[config.mk]
export PLATFORM = sky130hd
export DESIGN_NAME = vmt_matrix_store
export DESIGN_NICKNAME = d
export VERILOG_FILES = /design/src/sv/vmt_pkg.sv /design/src/sv/vmt_matrix_store.sv
export SDC_FILE = /design/constraint.sdc
export NUM_CORES = 1
export LEC_CHECK = 0
export BUFFER_PORTS_ARGS = -buffer_cell sky130_fd_sc_hd__buf_2
export CAP_MARGIN = 20
export CORE_AREA = 8 8 207 209
export DETAILED_ROUTE_END_ITERATION = 6
export DIE_AREA = 0 0 215 217
export GPL_ROUTABILITY_DRIVEN = 0
export GPL_TIMING_DRIVEN = 0
export PLACE_DENSITY = 0.77
export SKIP_LAST_GASP = 1
export SLEW_MARGIN = 15
export SYNTH_ARGS = -nofsm -noshare
export SYNTH_HDL_FRONTEND = slang
export SYNTH_SLANG_ARGS = --single-unit
[constraint.sdc]
create_clock -name clk -period 0.93 [get_ports clk]
set_input_delay 0.0465 -clock clk [delete_from_list [all_inputs] [get_ports clk]]
set_output_delay 0.0465 -clock clk [all_outputs]
set_load 0.02 [all_outputs]
[src/sv/vmt_pkg.sv]
// Package for the 4x4 vertex transform engine.
// Holds default widths, request codes and matrix geometry; no dependencies.
`timescale 1ns / 1ps

package vmt_pkg;

    localparam int DATA_WIDTH_DEF = 32;
    localparam int FRAC_BITS_DEF  = 16;

    localparam int VEC_LEN  = 4;
    localparam int NUM_ELEM = VEC_LEN * VEC_LEN;
    localparam int IDX_W    = $clog2(NUM_ELEM);

    typedef enum logic
    {
        REQ_LOAD  = 1'b0,
        REQ_XFORM = 1'b1
    } req_type_t;

endpackage

[src/sv/vmt_matrix_store.sv]
// Matrix register file: sixteen row-major elements, identity after reset.
// Written one element per load word; depends on vmt_pkg.
`timescale 1ns / 1ps

module vmt_matrix_store #(
    parameter int DATA_WIDTH = vmt_pkg::DATA_WIDTH_DEF,
    parameter int FRAC_BITS  = vmt_pkg::FRAC_BITS_DEF
) (
    input  logic                                            clk,
    input  logic                                            rst_n,
    input  logic                                            wr_en,
    input  logic [vmt_pkg::IDX_W-1:0]                       wr_index,
    input  logic [DATA_WIDTH-1:0]                           wr_value,
    output logic [vmt_pkg::NUM_ELEM-1:0][DATA_WIDTH-1:0]    matrix
);

    localparam logic [DATA_WIDTH-1:0] ONE_VAL =
        {{(DATA_WIDTH-1){1'b0}}, 1'b1} << FRAC_BITS;

    logic [vmt_pkg::NUM_ELEM-1:0][DATA_WIDTH-1:0] elem_reg;

    always_ff @(posedge clk or negedge rst_n)
    begin
        if (!rst_n)
        begin
            for (int i = 0; i < vmt_pkg::NUM_ELEM; i++)
            begin
                elem_reg[i] <= ((i / vmt_pkg::VEC_LEN) == (i % vmt_pkg::VEC_LEN))
                               ? ONE_VAL : '0;
            end
        end
        else if (wr_en)
        begin
            elem_reg[wr_index] <= wr_value;
        end
    end

    assign matrix = elem_reg;

endmodule

==> results.ini <==
[run_status]
outcome=finished, violations left
violations=negative hold slack, negative setup slack

[worst_setup_path]
cpMaxStageDelayCell=dfstp_2
critPathKind=reg -> out
worst-path-buf-inv=1
critPathTopFamily=flip-flops
cp_max_fo=2
endpoint_kind=primary output
start_kind=flop
cp_cell_sequence=buf_6
cp.arrival_ns=1.29
cpPeakStageDelay_ns=0.56
worst_ep_required_time_ns=0.88

[placement]
io_buffers=550
postPlaceCellArea_mm2=0.0232
dp_hpwl_um=42600

[yosys]
netlist_instances=1133
synth_top_cell_by_area=dfrtp_1
yosysTopAreaCellShare_pct=66.6
synthDistinctLibCells=15
yosys_warnings=0
ys_ff_latch=512
synth_area_leaders=dfrtp_1, mux2_2, buf_2
synth.avg_cell_area_um2=16.8
ys_seq_area_share_pct=67.2
syn_area_mm2=0.0191
synth_nets=1172

[layout]
nets=2075
layout_commonest_cell=buf_6
mostFrequentLayoutCells=buf_6, dfrtp_1, mux2_2, buf_4, mux2_4
utilization_pct=79.3
design_area_mm2=0.0313
drive_gt1_share_pct=72.4
largest_reg_flops=512
syn_to_final_growth_pct=64.0

[detailed_routing]
finalWirelength_um=81700
drt_iter0_markers=1170
vias=14761
dr.pass1.iters=6
drtAntennaViolNets=0
wl_per_cell_um=31.4
via_per_inst=5.68
drc=0

[clocking]
cts_hold_buf=32
h-tree-depth=2
numClockSinks=512
cts_buffers=52
clockBufferDepth=3
root_buffer=clkbuf_16
clk_latency_ns=0.60
clkTransAtPathRegs_ns=0.07
cts_tree=done

[flow_run]
drv_cap=0

[floorplan]
initial_utilization_pct=48.4
fp.dieW_um=215
rows=73
die_y_um=217
io_pins=551
die-area_mm2=0.0467
core_area_mm2=0.0395

[power]
leakage_nw=15.1
switching_share_pct=33.8
ir_drop_uv=2320
clockPowerShare_pct=25.5
combPwrFrac_pct=37.1
power_density_mw_per_mm2=2790
switchingPower_mw=29.5
p_int_mw=57.9
seqPwrFrac_pct=37.3
finalPower_mw=87.3

[global_routing]
grt_pass1_vias=15240
grt_pass1_wl_um=105000
overflow=0
grt_max_degree=110
grtUsageTotal_pct=29.8
grt_antenna_before_repair=1

[sta]
worstMarginPinSlew_ns=0.808
max_slew_margin_pct=46.1
clock_skew_ns=0
final-setup-viol-count=771
setup_slack_ns=-0.402
finalCritPeriodShare_pct=143
timing.fmax_ghz=0.751
rsz0062_at_grt=true
drv_slew=0
holdWs_ns=-0.613
fin_tns_setup_ns=-148.29
hold_violations=293
fin_crit_ns=1.33

[worst_hold_path]
hold_path_class=in -> async

kinds of logic after synthesis:
| kind of cell | Yosys count | share of synthesized area (%) |
|---|---|---|
| flip-flops | 512 | 67.2 |
| multiplexers | 512 | 30.2 |
| buffers and inverters | 85 | 1.96 |
| AND/OR/NAND/NOR | 24 | 0.675 |
through the flow:
step                setup WS [ns]  std cells
floorplan                  -0.315       1133
global placement           -10.11       2208
detailed placement          -1.29       2212
CTS                        -0.401       2469
global route               -0.444       2600
finish                     -0.402       2600
what timing repair did:
item                                    4_1_cts  5_1_grt
pin swaps                                     1        8
endpoints found under the setup margin      868     1033
hold endpoints to repair                    485      264
setup buffers                               131      162
cloned                                        2        5
resized for setup                          1059      184
final timing paths:
check / startpoint / endpoint / slack, ns / depth (start not counted)
hold / removal: rst_n / matrix[18]$_DFFE_PN0P_ / -0.61 / 1
hold reg to reg: matrix[71]$_DFFE_PN0P_ / matrix[71]$_DFFE_PN0P_ / 0.53 / 1
setup reg to reg: matrix[199]$_DFFE_PN0P_ / matrix[199]$_DFFE_PN0P_ / -0.15 / 3
min in group clk: wr_index[2] / matrix[511]$_DFFE_PN0P_ / 0.08 / 4
max in group asynchronous: rst_n / matrix[507]$_DFFE_PN0P_ / 0.25 / 3
setup / recovery: matrix[336]$_DFFE_PN1P_ / matrix[336] / -0.40 / 1
Yosys cell counts:
master / number
buf_2: 44
dfrtp_1: 508
buf_1: 4
nor2b_1: 1
clkbuf_1: 37
nand2b_1: 3
nand3_1: 1
mux2_1: 10
or3_1: 3
dfstp_2: 4
mux2_2: 502
nor3b_2: 1
nor2_1: 10
nand2_1: 2
nand3b_1: 3
power groups by stage:
stage	registers (mW)	logic [mW]	clock network, mW
final	32.6	32.4	22.3
after global routing	32.9	33.5	23.2
after CTS	31.5	28.6	21.8
after detailed placement	30.7	20.4	0
after global placement	30.4	20.0	0
after floorplan	36.9	5.21	0
cell type report:
cell class | count | area (um2)
buffer | 85 | 777
clock inverter | 13 | 205
fill | 1741 | 8170
timing repair buffer | 849 | 8840
antenna | 1 | 2.50
multi-input combinational | 536 | 6420
sequential | 512 | 12800
clock buffer | 79 | 1560
tap | 525 | 657
per-layer routing:
metal	track usage (%)	share of wire (%)
met1	32.8	35
met3	9.96	9.0
met4	16.8	7.0
met2	50.4	49
met5	0	0
No activity file was read; power rests on OpenSTA's default activity.
