===== src/sv/vmt_pkg.sv =====
// Package for the 4x4 vertex transform engine.
// Holds default widths, request codes and matrix geometry; no dependencies.
`timescale 1ns / 1ps

package vmt_pkg;

    localparam int DATA_WIDTH_DEF = 32;
    localparam int FRAC_BITS_DEF  = 16;

    localparam int VEC_LEN  = 4;
    localparam int NUM_ELEM = VEC_LEN * VEC_LEN;
    localparam int IDX_W    = $clog2(NUM_ELEM);

    typedef enum logic
    {
        REQ_LOAD  = 1'b0,
        REQ_XFORM = 1'b1
    } req_type_t;

endpackage


===== src/sv/vmt_accum_sat.sv =====
// Two-level adder tree per row with saturation into the output register.
// Takes the shifted products of vmt_mult_array; depends on vmt_pkg.
`timescale 1ns / 1ps

module vmt_accum_sat #(
    parameter int DATA_WIDTH = vmt_pkg::DATA_WIDTH_DEF,
    parameter int FRAC_BITS  = vmt_pkg::FRAC_BITS_DEF,
    localparam int PROD_W    = 2 * DATA_WIDTH - FRAC_BITS
) (
    input  logic                                            clk,
    input  logic                                            rst_n,
    input  logic                                            in_valid,
    output logic                                            in_stall,
    input  logic [vmt_pkg::NUM_ELEM-1:0][PROD_W-1:0]        prod,
    output logic                                            out_valid,
    input  logic                                            out_stall,
    output logic [vmt_pkg::VEC_LEN-1:0][DATA_WIDTH-1:0]     result
);

    localparam int PART_W = PROD_W + 1;
    localparam int SUM_W  = PROD_W + 2;
    localparam int EXT_W  = SUM_W - DATA_WIDTH + 1;

    localparam logic signed [SUM_W-1:0] SAT_HI = {{EXT_W{1'b0}}, {(DATA_WIDTH-1){1'b1}}};
    localparam logic signed [SUM_W-1:0] SAT_LO = {{EXT_W{1'b1}}, {(DATA_WIDTH-1){1'b0}}};

    logic                                          v3_reg;
    logic [vmt_pkg::VEC_LEN-1:0][1:0][PART_W-1:0]  part_reg;
    logic [vmt_pkg::VEC_LEN-1:0][1:0][PART_W-1:0]  part_next;
    logic                                          v4_reg;
    logic [vmt_pkg::VEC_LEN-1:0][DATA_WIDTH-1:0]   res_reg;
    logic [vmt_pkg::VEC_LEN-1:0][DATA_WIDTH-1:0]   res_next;
    logic                                          en3;
    logic                                          en4;

    assign en4      = !v4_reg || !out_stall;
    assign en3      = !v3_reg || en4;
    assign in_stall = !en3;

    always_comb
    begin
        for (int i = 0; i < vmt_pkg::VEC_LEN; i++)
        begin
            for (int k = 0; k < 2; k++)
            begin
                part_next[i][k] =
                    PART_W'($signed(prod[vmt_pkg::VEC_LEN*i+2*k]))
                    + PART_W'($signed(prod[vmt_pkg::VEC_LEN*i+2*k+1]));
            end
        end
    end

    always_comb
    begin
        logic signed [SUM_W-1:0] sum;
        sum = '0;
        for (int i = 0; i < vmt_pkg::VEC_LEN; i++)
        begin
            sum = SUM_W'($signed(part_reg[i][0])) + SUM_W'($signed(part_reg[i][1]));
            if (sum > SAT_HI)
            begin
                res_next[i] = SAT_HI[DATA_WIDTH-1:0];
            end
            else if (sum < SAT_LO)
            begin
                res_next[i] = SAT_LO[DATA_WIDTH-1:0];
            end
            else
            begin
                res_next[i] = sum[DATA_WIDTH-1:0];
            end
        end
    end

    always_ff @(posedge clk or negedge rst_n)
    begin
        if (!rst_n)
        begin
            v3_reg <= 1'b0;
            v4_reg <= 1'b0;
        end
        else
        begin
            if (en3)
            begin
                v3_reg <= in_valid;
            end
            if (en4)
            begin
                v4_reg <= v3_reg;
            end
        end
    end

    always_ff @(posedge clk)
    begin
        if (en3 && in_valid)
        begin
            part_reg <= part_next;
        end
        if (en4 && v3_reg)
        begin
            res_reg <= res_next;
        end
    end

    assign out_valid = v4_reg;
    assign result    = res_reg;

endmodule


===== config.mk =====
export PLATFORM = sky130hd
export DESIGN_NAME = vmt_accum_sat
export DESIGN_NICKNAME = d
export VERILOG_FILES = /design/src/sv/vmt_pkg.sv /design/src/sv/vmt_accum_sat.sv
export SDC_FILE = /design/constraint.sdc
export NUM_CORES = 2
export LEC_CHECK = 0
export BUFFER_PORTS_ARGS = -buffer_cell sky130_fd_sc_hd__buf_2
export CAP_MARGIN = 5
export CORE_AREA = 3 3 351 353
export DETAILED_ROUTE_END_ITERATION = 8
export DIE_AREA = 0 0 354 356
export PLACE_DENSITY_LB_ADDON = 0.2
export SLEW_MARGIN = 20
export SYNTH_ARGS = -nofsm -noshare
export SYNTH_HDL_FRONTEND = slang
export SYNTH_SLANG_ARGS = --single-unit

===== constraint.sdc =====
create_clock -name clk -period 20.9 [get_ports clk]
set_input_delay 5.225 -clock clk [delete_from_list [all_inputs] [get_ports clk]]
set_output_delay 5.225 -clock clk [all_outputs]
set_load 0.02 [all_outputs]

==> metrics <==
outcome finished, final reports clean; vias per cell 5.55; Core ar. 120000 um2; H-Tree Depth 3; worst-margin pin slew 1.08 ns; CP max-delay cell buf_2; Fmax achieved 0.0916 GHz; CTS Root Buffer Type clkbuf_16; ys flop type edfxtp_1; Lkg Pwr 24.0 nW; setup TNS 0 ns; Tot GR Track Use 23.8%; Synth Warn # 0; Critical Path Source Type primary input; CTS resizes 0; Async SR Flop Fraction 0.383%; Switching Share 37.1%; Buffers on Ports 901; power per cell area 83.5 nW/um2; DRC errors left 0; peak supply drop 57.0 uV; GRT overflow 0; library cells used by synthesis 98; placed cell area 52700 um2; via count 41500; final wirelength 156000 um; Worst EP required 15.67 ns; CP top delay family buffers and inverters; Die H 356 um; Pre-Repair DR Iteration Count 6; DP Wirelength 130000 um; post-synthesis sequential area ratio 33.8%; Synth-to-Final Area Change 18.4%; Largest stage delay, worst path 0.15 ns; Arr. time, crit path 5.70 ns; Rel. slew slack 25.8%; share of cells above drive strength 1 18.7%; final setup vio count 0; Clock power frac 25.8%; Net Count, Synth 6290; register area 15700 um2; remaining antenna violation count 0; Sequential Power Share 31.8%; register bit count reported by yosys 522; fin crit period 10.92 ns; CTS Sinks 522; Max FO, Critical Path 3; first-pass GRT wire length 235000 um; DRT iter0 DRCs 2939; fin area 54900 um2; RSZ-0062 raised after global routing no; cts bufs inserted 67; # IOs 902; fillers 11800; Clock Tree Buf Depth 3; final hold vios 0; critical path type in2out; initial core utilization 38.6%; later-pin clock latency in the skew report 0.61 ns; Die X 354 um; area of the multi-input gates 29600 um2; Setup WS post-layout 9.98 ns; Syn Inst Count 4926; Final nets 7180; Final period util 52.3%; max cap viols 0; Critical Path End Type output pin; Worst-path clk slew 0.05 ns; final RePlAce weighted congestion 0.962; most used cell, CP buf_2; Final Power 4.59 mW; TritonCTS clock tree built; Mapped Area 46400 um2; number of flops mapped to enable cells by yosys 520; final max-slew violation count 0; vias in the first global route 40300; Largest register FFs 392; # hold bufs at CTS 0; Buf/Inv on CP 3; Internal 2.89 mW; # Post-CTS Setup Buffers 0; DIE AREA 126000 um2; dpl ws 9.99 ns; pin count of the biggest net entering global routing 124; Switch Pwr 1.70 mW; Avg WL per Cell 20.9 um; Hold Crit Class reg2reg; initial antenna violation count 35; Worst Clk Skew 0.0204 ns; CP Cell Sequence buf_2 -> nand3_1 -> inv_1 -> buf_2; syn_area_per_cell 9.42 um2; Gate power share 42.4%; Rows 127
## Yosys cell counts, types with 14 or more instances
| library cell | n | area, um2 |
|---|---|---|
| a21boi_0 | 21 | 158 |
| and2_1 | 27 | 169 |
| o21a_1 | 79 | 593 |
| and3_1 | 64 | 400 |
| nand2b_1 | 82 | 513 |
| o31ai_1 | 31 | 233 |
| ha_1 | 580 | 7260 |
| clkbuf_1 | 74 | 278 |
| xnor2_1 | 333 | 2920 |
| or2_2 | 24 | 150 |
| o21ai_0 | 313 | 1570 |
| a21o_1 | 332 | 2490 |
| nand4_1 | 69 | 432 |
| inv_1 | 191 | 717 |
| xor2_1 | 167 | 1460 |
| a21oi_1 | 556 | 2780 |
| o21ai_1 | 54 | 270 |
| nand2_1 | 295 | 1110 |
| nand3_1 | 113 | 566 |
| o21bai_1 | 87 | 653 |
| nor4_1 | 19 | 119 |
| a31o_2 | 14 | 123 |
| a211oi_1 | 47 | 353 |
| nor2b_1 | 81 | 507 |
| and4_1 | 15 | 131 |
| o211ai_1 | 28 | 210 |
| edfxtp_1 | 520 | 15600 |
| a2111oi_0 | 14 | 123 |
| a221oi_1 | 15 | 131 |
| nor3_1 | 69 | 345 |
| a211o_1 | 15 | 131 |
| nor2_1 | 281 | 1050 |
| or3_1 | 25 | 156 |
| a31oi_1 | 60 | 375 |
## final timing paths
kind                          startpoint         end  slack, ns  depth (start not counted)
max                            out_stall    in_stall       9.98                          4
min                               v3_reg   out_valid       0.49                          1
max reg2reg                part_reg[245]  result[68]      15.24                         15
min reg2reg                       v3_reg   out_valid       0.49                          1
max in group asynchronous          rst_n   out_valid      16.41                          1
min in group asynchronous          rst_n      v3_reg       4.39                          1
## placed cells by master (no fill, tap or decap), types with 28 or more instances in the layout
master	n
clkbuf_16	69
nand2b_1	82
o31ai_1	31
a211oi_1	47
nor2b_1	81
ha_1	580
buf_2	901
nor3_1	69
nand4_1	69
o21a_1	79
inv_1	191
o21ai_0	313
o21ai_1	53
xor2_1	167
xnor2_1	333
a31oi_1	59
and3_1	64
nand3_1	113
a21o_1	332
nor2_1	281
nand2_1	295
edfxtp_1	520
a21oi_1	556
o21bai_1	87
o211ai_1	28
## power groups by stage
| stage | Sequential (mW) | Clock (mW) | Combinational (mW) |
|---|---|---|---|
| final | 1.46 | 1.18 | 1.95 |
| after global routing | 1.47 | 1.25 | 2.15 |
| after CTS | 1.46 | 1.22 | 1.94 |
| after detailed placement | 1.48 | 0 | 1.92 |
| after global placement | 1.48 | 0 | 1.92 |
| after floorplan | 1.52 | 0 | 1.33 |
## routing by layer
metal  share of wire [%]  track usage [%]  up-vias  wire, um
met5               0.040                0        -        62
met1                  43             30.8    19600     67600
met2                  48             41.6     1281     75400
met3                 6.1             3.52      196      9470
met4                 2.5             6.22        8      3920
li1                    -                -    20500         -
## stage by stage
stage	utilization (%)	std cells	hold slack [ns]
global route	45.7	7475	0.510
floorplan	-	4926	0.443
detailed placement	43.9	7359	0.476
finish	45.7	7488	0.493
CTS	45.7	7470	0.484
global placement	43.9	7359	0.468
## area by class of cell
class | instances | share of cell area [%]
multi-input combinational | 4113 | 54.0
sequential | 522 | 28.5
timing repair buffer | 921 | 8.51
tap | 1612 | 3.67
clock buffer | 83 | 3.24
inverter | 191 | 1.31
clock inverter | 28 | 0.729
antenna | 18 | 0.0820
## kinds of logic (layout without fill, tap and decap cells)
group	after synthesis	after routing	synth area share (%)
xor gates and xnor gates	500	500	9.44
and+or+nand+nor	1205	1205	12.9
AOI/OAI and AO/OA	1809	1809	25.1
DFF	522	522	33.8
muxes	7	7	0.162
other	0	18	0
adders and majority gates	592	592	16.2
buffers and inverters	291	1223	2.45
No activity file was read; power rests on OpenSTA's default activity.
